[config.mk]
export PLATFORM = sky130hd
export DESIGN_NAME = chte_ram
export DESIGN_NICKNAME = d
export VERILOG_FILES = /design/src/chte_ram.sv
export SDC_FILE = /design/constraint.sdc
export NUM_CORES = 1
export LEC_CHECK = 0
export BUFFER_PORTS_ARGS = -buffer_cell sky130_fd_sc_hd__buf_4
export CAP_MARGIN = 10
export CORE_MARGIN = 5
export CORE_UTILIZATION = 63
export CTS_CLUSTER_DIAMETER = 50
export DETAILED_ROUTE_END_ITERATION = 8
export GPL_TIMING_DRIVEN = 1
export PLACE_DENSITY = 0.82
export SYNTH_ARGS = -nofsm -noshare
export SYNTH_HDL_FRONTEND = slang
export SYNTH_SLANG_ARGS = --single-unit
export TNS_END_PERCENT = 20
[constraint.sdc]
create_clock -name clk -period 5.95 [get_ports clk]
set_input_delay 1.19 -clock clk [delete_from_list [all_inputs] [get_ports clk]]
set_output_delay 1.19 -clock clk [all_outputs]
set_load 0.02 [all_outputs]
[src/chte_ram.sv]
`default_nettype none

module chte_ram #(
  parameter int unsigned WIDTH = 8,
  parameter int unsigned DEPTH = 16
) (
  input  wire logic                     clk,
  input  wire logic                     we,
  input  wire logic [$clog2(DEPTH)-1:0] waddr,
  input  wire logic [WIDTH-1:0]         wdata,
  input  wire logic [$clog2(DEPTH)-1:0] raddr,
  output      logic [WIDTH-1:0]         rdata
);

  logic [WIDTH-1:0] mem_r [DEPTH];
  logic [WIDTH-1:0] rdata_r;

  // One write port and one registered read port.
  always_ff @(posedge clk) begin
    if (we) begin
      mem_r[waddr] <= wdata;
    end
    rdata_r <= mem_r[raddr];
  end

  assign rdata = rdata_r;

endmodule

`default_nettype wire

==> reports/qor.txt, run 1 <==
clk_lat worst skew: 510 ps
fin. max-slew vios: 0
worst min-delay path class: reg -> reg
synthesis-to-finish area growth: 15.5%
vias in the first global route: 2,497
cts bufs inserted: 17
fmax: 384 MHz
max-cap violations: 0
ANT nets after route: 0
H-tree level count: 4
hpwl dp: 5560 um
worst vdd rail ir drop: 0.000227 V
chip width: 100 um
hold buffer count at cts: 0
R2R setup slack: 4510 ps
worst relative slew slack: 0.218
RSZ-0062 raised after global routing: no
Inst Count DP: 351
final period utilization: 0.438
crit start category: input port
final-report hold violation count: 0
Worst Clk Skew: 5.52 ps
Reg power frac: 0.508
Initial DRT Pass Iterations: 5
post-CTS setup buffers: 0
worst-path fanout max: 8
GRT overflow: 0
Psw: 451 uW
Tmin final: 2610 ps
largest net degree at the start of global routing: 33
Detailed Route Iter0 Violations: 237
worst-margin pin slew: 1160 ps
GRT Util Overall: 0.213
syn_nets: 247
Initial Utilization: 0.636
crit path capture type: flip-flop
routability cong.: 0.737
Syn Inst Count: 229
WP data arrival: 2730 ps
Non-Filler Instances: 384
total wire length: 9690 um
routed len/inst: 25.2 um
R2R Path Start: mem_r[2][7]
antenna violations before repair: 0
CTS tree: yes
Clk network pwr share: 0.442
worst r2r dst: rdata[7]
Register-to-Register Path Depth: 3
status: finished, final reports clean
die area: 10,100 um2
P_int: 1.67 mW
leading area contributor after synthesis: edfxtp_1
#FFs+latches synth: 136
Seq/Total Area, Yosys: 0.778
clk sinks: 136
critical path class: in -> reg
fillers: 450
clock buffer depth: 2
Logic pwr share: 0.050
top-area cell type share of the netlist area: 0.747
Final setup viols: 0
Clk pin slew, worst setup/hold paths: 60 ps
Die Y: 100 um
DR vias: 2,464
Min-Delay Endpoint: rdata[2]
Crit. Startpoint: waddr[2]
hold-critical path depth: 3
Switching Share: 0.212
Via density: 6.42
diode count: 0
Synth cell types: 19
beginning of the worst hold path: mem_r[14][2]
Mean Syn Cell Area: 22.5 um2
io pins: 26
layout cells sized above 1: 0.276
Fin Setup TNS: 0 ps
Row Count: 33
post-CTS sizing: 0
Remaining DRCs: 0
synthesis warning total: 0
Core Box Area: 8090 um2
pwr/cell area: 357 nW/um2
Synth area leaders: edfxtp_1, mux4_2, mux4_1
Port Buffer Count: 25
Synth Cell Area: 5150 um2
final net count: 284
leakage power: 1.98 nW
CP required: 6070 ps
clk root buf: clkbuf_8
global-route wire length before repair: 14,900 um
[registers in the layout, indices dropped and copies added (netlist names)]
name and count:
mem_r 128, rdata 8
[cell type report]
| cell class | count | area [um2] | area share |
|---|---|---|---|
| Multi-Input combinational cell | 83 | 1060 | 0.178 |
| Clock buffer | 19 | 422 | 0.0709 |
| Clock inverter | 13 | 124 | 0.0208 |
| Tap cell | 105 | 131 | 0.0221 |
| Sequential cell | 136 | 4000 | 0.673 |
| Timing Repair Buffer | 28 | 208 | 0.0349 |
[cells by family (layout without fill, tap and decap cells)]
logic type             count (synthesis)  after routing  share of synthesized area
AO/OA/AOI/OAI                         16             16                     0.0233
buffers and inverters                 10             60                     0.0168
flip-flops                           136            136                      0.778
multiplexers                          32             32                      0.150
AND/OR/NAND/NOR                       35             35                     0.0318
[how the worst max path moves through the flow]
| stage | endpoint | slack (ps) | cells past startpoint |
|---|---|---|---|
| after floorplan | mem_r[0][0] | 3270 | 2 |
| after global placement | mem_r[0][2] | 2980 | 3 |
| after detailed placement | mem_r[0][2] | 2820 | 3 |
| after CTS | mem_r[0][7] | 3360 | 3 |
| after global routing | mem_r[0][3] | 3310 | 3 |
| final | mem_r[0][7] | 3340 | 3 |
[cells in the final DEF, fill, tap and decap left out]
| cell | n |
|---|---|
| and2_1 | 1 |
| clkbuf_8 | 1 |
| nand2_1 | 9 |
| mux4_2 | 18 |
| nand3b_1 | 2 |
| and2b_1 | 1 |
| dfxtp_1 | 8 |
| nand2b_1 | 2 |
| a22oi_1 | 16 |
| clkinvlp_4 | 6 |
| or3b_2 | 1 |
| nand3_1 | 1 |
| mux4_1 | 14 |
| buf_2 | 1 |
| clkbuf_16 | 16 |
| clkinv_2 | 1 |
| nor3_1 | 4 |
| inv_6 | 2 |
| clkbuf_1 | 2 |
| clkinv_4 | 3 |
| bufinv_16 | 1 |
| edfxtp_1 | 128 |
| nor2b_1 | 1 |
| buf_4 | 27 |
| nor2_1 | 13 |
[routing by layer]
metal,up-vias,part of all wire,wire (um),global-route usage
met5,-,0,0,0
li1,1050,-,-,-
met2,133,0.49,4770,0.324
met3,12,0.074,714,0.0459
met1,1269,0.42,4060,0.313
met4,0,0.015,141,0.0767
[synth_stat cells, drive strengths merged]
cell type and n:
edfxtp 128, mux4 32, a22oi 16, nor2 13, nand2 9, dfxtp 8, buf 7, nor3 4
clkdlybuf4s25 3, nand2b 2, nand3b 2, and2 1, and2b 1, nand3 1, nor2b 1, or3b 1
[power by group through the flow]
| stage | clock, mW | combinational (mW) | sequential, mW |
|---|---|---|---|
| 3_3_place_gp | 0 | 0.104 | 1.10 |
| 5_1_grt | 0.994 | 0.115 | 1.08 |
| 4_1_cts | 0.948 | 0.108 | 1.08 |
| 3_5_place_dp | 0 | 0.107 | 1.10 |
| 2_1_floorplan | 0 | 0.0544 | 1.10 |
| 6_report | 0.938 | 0.107 | 1.08 |
[stage by stage]
| stage | util | setup WS [ps] | hold WS [ps] | total power [mW] | instance area, um2 |
|---|---|---|---|---|---|
| floorplan | - | 3270 | 629 | 1.16 | 5150 |
| global placement | 0.667 | 2980 | 641 | 1.20 | 5400 |
| detailed placement | 0.667 | 2820 | 661 | 1.20 | 5400 |
| CTS | 0.734 | 3360 | 679 | 2.13 | 5940 |
| global route | 0.735 | 3310 | 703 | 2.19 | 5950 |
| finish | 0.735 | 3340 | 678 | 2.12 | 5950 |
[critical path, cell delays in order]
cell and delay, ps:
buf_4 120, or3b_2 510, nor3_1 910
Power figures use the tool's default switching activity.
==> inputs of run 2 (changes only) <==
--- a/config.mk
+++ b/config.mk
@@ -8,11 +8,11 @@
 export BUFFER_PORTS_ARGS = -buffer_cell sky130_fd_sc_hd__buf_4
 export CAP_MARGIN = 10
 export CORE_MARGIN = 5
-export CORE_UTILIZATION = 63
+export CORE_UTILIZATION = 54
 export CTS_CLUSTER_DIAMETER = 50
 export DETAILED_ROUTE_END_ITERATION = 8
 export GPL_TIMING_DRIVEN = 1
-export PLACE_DENSITY = 0.82
+export PLACE_DENSITY = 0.74
 export SYNTH_ARGS = -nofsm -noshare
 export SYNTH_HDL_FRONTEND = slang
 export SYNTH_SLANG_ARGS = --single-unit
==> constraint.sdc (replaced) <==
create_clock -name clk -period 2.2 [get_ports clk]
set_input_delay 0.44 -clock clk [delete_from_list [all_inputs] [get_ports clk]]
set_output_delay 0.44 -clock clk [all_outputs]
set_load 0.02 [all_outputs]
==> reports/qor.txt, run 2 (synthesis gave the netlist of run 1 again) <==
Core Util, Final: 0.658 (-0.0766)
total wire length: 9510 um (-1.9%)
fillers: 592 (+32%)
commonest non-fill, non-tap cell in the layout: edfxtp_1
Largest stage delay, worst path: 370 ps (-540 ps)
worst vdd rail ir drop: 0.000470 V (+110%)
fin. max-slew vios: 0 (unchanged)
Die Y: 108 um (+7.2%)
Worst Clk Skew: 11.5 ps (+5.97 ps)
Initial DRT Pass Iterations: 5 (unchanged)
chip width: 108 um (+7.2%)
worst-path fanout max: 1 (-7)
die area: 11,600 um2 (+15%)
worst min-delay path class: in -> reg
clk root buf: clkbuf_8
final-report hold violation count: 0 (unchanged)
largest net degree at the start of global routing: 33 (unchanged)
Top delay family on crit path: flip-flops
cts bufs inserted: 17 (unchanged)
Hold WS: 241 ps (-436 ps)
crit start category: flip-flop
slowest CP cell: dfxtp_1
global-route wire length before repair: 14,800 um (-0.97%)
io pins: 26 (unchanged)
clock buffer depth: 2 (unchanged)
CTS tree: yes
pwr/cell area: 934 nW/um2 (+160%)
Remaining DRCs: 0 (unchanged)
Row Count: 35 (+6.1%)
Power Total: 5.71 mW (+170%)
commonest cells after routing, fill and taps aside: edfxtp_1, buf_4, mux4_2, a22oi_1, clkbuf_16
final net count: 300 (+5.6%)
Port Buffer Count: 25 (unchanged)
leakage power: 2.08 nW (+5.4%)
layout cells sized above 1: 0.322 (+0.0460)
CP required: 1760 ps (-4310 ps)
diode count: 0 (unchanged)
fmax: 676 MHz
Final setup viols: 0 (unchanged)
RSZ-0062 raised after global routing: no
ANT nets after route: 0 (unchanged)
Via density: 5.73 (-11%)
Detailed Route Iter0 Violations: 202 (-15%)
hold buffer count at cts: 0 (unchanged)
Initial Utilization: 0.554 (-0.0816)
Clk pin slew, worst setup/hold paths: 60 ps (about the same)
Tmin final: 1480 ps
H-tree level count: 4 (unchanged)
GRT Util Overall: 0.183 (-0.0302)
status: finished, final reports clean
GRT overflow: 0 (unchanged)
post-CTS setup buffers: 0 (unchanged)
synthesis-to-finish area growth: 18.7%
max-cap violations: 0 (unchanged)
worst-margin pin slew: 706 ps (-459 ps)
max FFs per register: 128 (unchanged)
vias in the first global route: 2,479 (-0.72%)
antenna violations before repair: 0 (unchanged)
WP buf/inv: 1 (unchanged)
Core Box Area: 9280 um2 (+15%)
design area: 6110 um2 (+2.8%)
routability cong.: 0.708 (-3.9%)
worst relative slew slack: 0.529 (+0.311)
crit path cell chain: buf_4
final period utilization: 0.672
routed len/inst: 22.4 um (-11%)
clk_lat worst skew: 510 ps (about the same)
Fin Setup TNS: 0 ps (unchanged)
clk sinks: 136 (unchanged)
post-CTS sizing: 0 (unchanged)
hpwl dp: 5940 um (+7.0%)
DR vias: 2,431 (-1.3%)
WP data arrival: 1040 ps (-1690 ps)
crit path capture type: output port
Placed Area: 5580 um2 (+3.4%)
critical path class: reg -> out
Top reg by flops: mem_r
## run 2: per-stage QoR
step	worst slack, ps	instances
after floorplan	267	229
final	721	424
after global placement	346	392
after CTS	699	424
after global routing	689	424
after detailed placement	324	392
## run 2: layout make-up
| type | instances | area [um2] | area share |
|---|---|---|---|
| Sequential cell | 136 | 4000 | 0.655 |
| Multi-Input combinational cell | 83 | 1060 | 0.173 |
| Clock buffer | 17 | 414 | 0.0678 |
| Timing Repair Buffer | 44 | 355 | 0.0582 |
| Tap cell | 129 | 161 | 0.0264 |
| Clock inverter | 15 | 118 | 0.0193 |
## run 2: power by group
group          total [mW]  switching [mW]  internal (mW)  leakage [nW]
Sequential           2.92          0.0208           2.90          1.22
Clock                2.49            1.09           1.40         0.260
Combinational       0.298           0.163          0.135         0.601
Total                5.71            1.28           4.43          2.08
## run 2: path summary, 6_finish.rpt
kind / slack, ps / cells after the start / startpoint / to
max: 720 / 1 / rdata[5] / rdata[5]
min: 240 / 1 / wdata[3] / mem_r[12][3]
max reg2reg: 860 / 3 / mem_r[9][7] / rdata[7]
min reg2reg: 680 / 3 / mem_r[6][0] / rdata[0]
## run 2: layer usage
metal | share of wire | track usage
met5 | 0 | 0
met4 | 0.014 | 0.0830
met3 | 0.065 | 0.0474
met2 | 0.51 | 0.280
met1 | 0.41 | 0.250
==> inputs of run 3 (changes only) <==
--- a/config.mk
+++ b/config.mk
@@ -5,14 +5,15 @@
 export SDC_FILE = /design/constraint.sdc
 export NUM_CORES = 1
 export LEC_CHECK = 0
+export ABC_AREA = 1
 export BUFFER_PORTS_ARGS = -buffer_cell sky130_fd_sc_hd__buf_4
 export CAP_MARGIN = 10
 export CORE_MARGIN = 5
-export CORE_UTILIZATION = 54
+export CORE_UTILIZATION = 61
 export CTS_CLUSTER_DIAMETER = 50
 export DETAILED_ROUTE_END_ITERATION = 8
 export GPL_TIMING_DRIVEN = 1
-export PLACE_DENSITY = 0.74
+export PLACE_DENSITY = 0.79
 export SYNTH_ARGS = -nofsm -noshare
 export SYNTH_HDL_FRONTEND = slang
 export SYNTH_SLANG_ARGS = --single-unit
==> constraint.sdc (replaced) <==
create_clock -name clk -period 1.5 [get_ports clk]
set_input_delay 0.3 -clock clk [delete_from_list [all_inputs] [get_ports clk]]
set_output_delay 0.3 -clock clk [all_outputs]
set_load 0.02 [all_outputs]
==> reports/qor.txt, run 3 <==
leakage power: 2.94 nW (+41%)
Core Util, Final: 0.729 (+0.0704)
cts bufs inserted: 17 (unchanged)
Die Y: 107 um (-0.38%)
max FFs per register: 128 (unchanged)
WP data arrival: 1000 ps (-40 ps)
Port Buffer Count: 25 (unchanged)
status: finished, final reports clean
Async S/R FF share, synth: 0 (unchanged)
Seq/Total Area, Yosys: 0.694 (-0.0835)
post-CTS sizing: 0 (unchanged)
ANT nets after route: 0 (unchanged)
Clk pin slew, worst setup/hold paths: 60 ps (about the same)
GRT overflow: 0 (unchanged)
Synth Cell Area: 5770 um2 (+12%)
commonest cells after routing, fill and taps aside: nand2_1, edfxtp_1, inv_1, nand3_1, buf_4
layout cells sized above 1: 0.130 (-0.192)
Top reg by flops: mem_r
slowest CP cell: dfxtp_1
fin. max-slew vios: 0 (unchanged)
die area: 11,500 um2 (-0.75%)
routed len/inst: 16.9 um (-25%)
leading area contributor after synthesis: edfxtp_1
commonest non-fill, non-tap cell in the layout: nand2_1
CTS tree: yes
EDFF count, synth: 128 (unchanged)
Row Count: 35 (unchanged)
Tmin final: 1300 ps
crit path capture type: output port
io pins: 26 (unchanged)
Post-synth top flop: edfxtp_1
fmax: 767 MHz
most instantiated cells after synthesis: nand2_1, edfxtp_1, inv_1
pwr/cell area: 1290 nW/um2 (+38%)
Detailed Route Iter0 Violations: 299 (+48%)
FF/Latch Area: 4000 um2 (unchanged)
DR vias: 3,908 (+61%)
max-cap violations: 0 (unchanged)
Largest stage delay, worst path: 350 ps (-20 ps)
Mean Syn Cell Area: 10.5 um2 (-53%)
diode count: 0 (unchanged)
crit start category: flip-flop
#FFs+latches synth: 136 (unchanged)
synthesis warning total: 0 (unchanged)
fillers: 583 (-1.5%)
antenna violations before repair: 0 (unchanged)
worst relative slew slack: 0.734 (+0.205)
Synth area leaders: edfxtp_1, nand2_1, nand3_1
worst vdd rail ir drop: 0.000907 V (+93%)
Via density: 5.30 (-7.5%)
clk sinks: 136 (unchanged)
critical path class: reg -> out
worst-path fanout max: 1 (unchanged)
Fin Setup TNS: 0 ps (unchanged)
hpwl dp: 7610 um (+28%)
chip width: 107 um (-0.38%)
clk_lat worst skew: 510 ps (about the same)
Initial Utilization: 0.624 (+0.0697)
Initial DRT Pass Iterations: 5 (unchanged)
syn_nets: 569 (+130%)
post-CTS setup buffers: 0 (unchanged)
H-tree level count: 4 (unchanged)
largest net degree at the start of global routing: 65 (+97%)
CP required: 1200 ps (-560 ps)
final-report hold violation count: 0 (unchanged)
total wire length: 12,500 um (+31%)
worst-margin pin slew: 400 ps (-306 ps)
area occupied by multi-input gates: 1210 um2 (+15%)
Top delay family on crit path: flip-flops
WP buf/inv: 1 (unchanged)
Remaining DRCs: 0 (unchanged)
final period utilization: 0.869
synthesis-to-finish area growth: 16.7%
GRT Util Overall: 0.241 (+0.0581)
final net count: 613 (+100%)
global-route wire length before repair: 20,200 um (+37%)
Core Box Area: 9240 um2 (-0.47%)
RSZ-0062 raised after global routing: no
Syn Inst Count: 551 (+140%)
vias in the first global route: 3,946 (+59%)
hold buffer count at cts: 0 (unchanged)
clk root buf: clkbuf_8
Worst Clk Skew: 5.60 ps (-5.89 ps)
Synth cell types: 12 (-7)
worst min-delay path class: in -> reg
routability cong.: 0.842 (+19%)
Final setup viols: 0 (unchanged)
most common cell in the synthesized netlist: nand2_1
top-area cell type share of the netlist area: 0.667 (-0.0802)
crit path cell chain: buf_4
clock buffer depth: 2 (unchanged)
-- run 3: report_power, final --
group          internal [mW]  total, mW  leakage [nW]  switching [mW]
Clock                   2.34       3.82         0.259            1.48
Combinational          0.195      0.585          1.46           0.390
Sequential              4.25       4.28          1.22          0.0265
Total                   6.78       8.68          2.94            1.90
-- run 3: worst paths after layout --
check	from	endpoint	slack, ps	depth (start not counted)
setup / recovery	rdata[1]	rdata[1]	200	1
hold / removal	raddr[3]	rdata[6]	110	3
setup reg to reg	mem_r[3][2]	rdata[2]	410	6
hold reg to reg	mem_r[10][6]	rdata[6]	660	6
-- run 3: worst min-delay path, cell delays in order --
cell     delay (ps)
buf_4           150
nand3_1          90
nand2_1          50
-- run 3: kinds of logic (layout without fill, tap and decap cells) --
logic type | Yosys count | count (layout) | synth area share
DFF | 136 | 136 | 0.694
buffers and inverters | 126 | 183 | 0.0952
and+or+nand+nor | 289 | 289 | 0.210
-- run 3: routing by layer --
metal / vias up / GRT usage / wire length [um]
li1: 1859 / - / -
met1: 1858 / 0.303 / 4910
met2: 155 / 0.389 / 6250
met3: 36 / 0.0626 / 777
met4: 0 / 0.120 / 515
met5: - / 0 / 0
-- run 3: final cells by class --
cell class              instances  area share
clock buffers                  18      0.0621
well taps                     129      0.0240
multi-input cells             289       0.180
clock inverters                14      0.0199
repair buffers                 49      0.0621
inverters                     102      0.0569
flip-flops and latches        136       0.595
-- run 3: through the flow --
| stage | cells | total power [mW] | instance area [um2] | hold WS, ps | setup slack (ps) |
|---|---|---|---|---|---|
| floorplan | 551 | 4.68 | 5770 | 399 | 249 |
| global placement | 705 | 4.91 | 6180 | 623 | 156 |
| detailed placement | 705 | 4.93 | 6180 | 628 | 118 |
| CTS | 737 | 8.71 | 6730 | 103 | 156 |
| global route | 737 | 8.99 | 6730 | 104 | 124 |
| finish | 737 | 8.68 | 6730 | 114 | 196 |
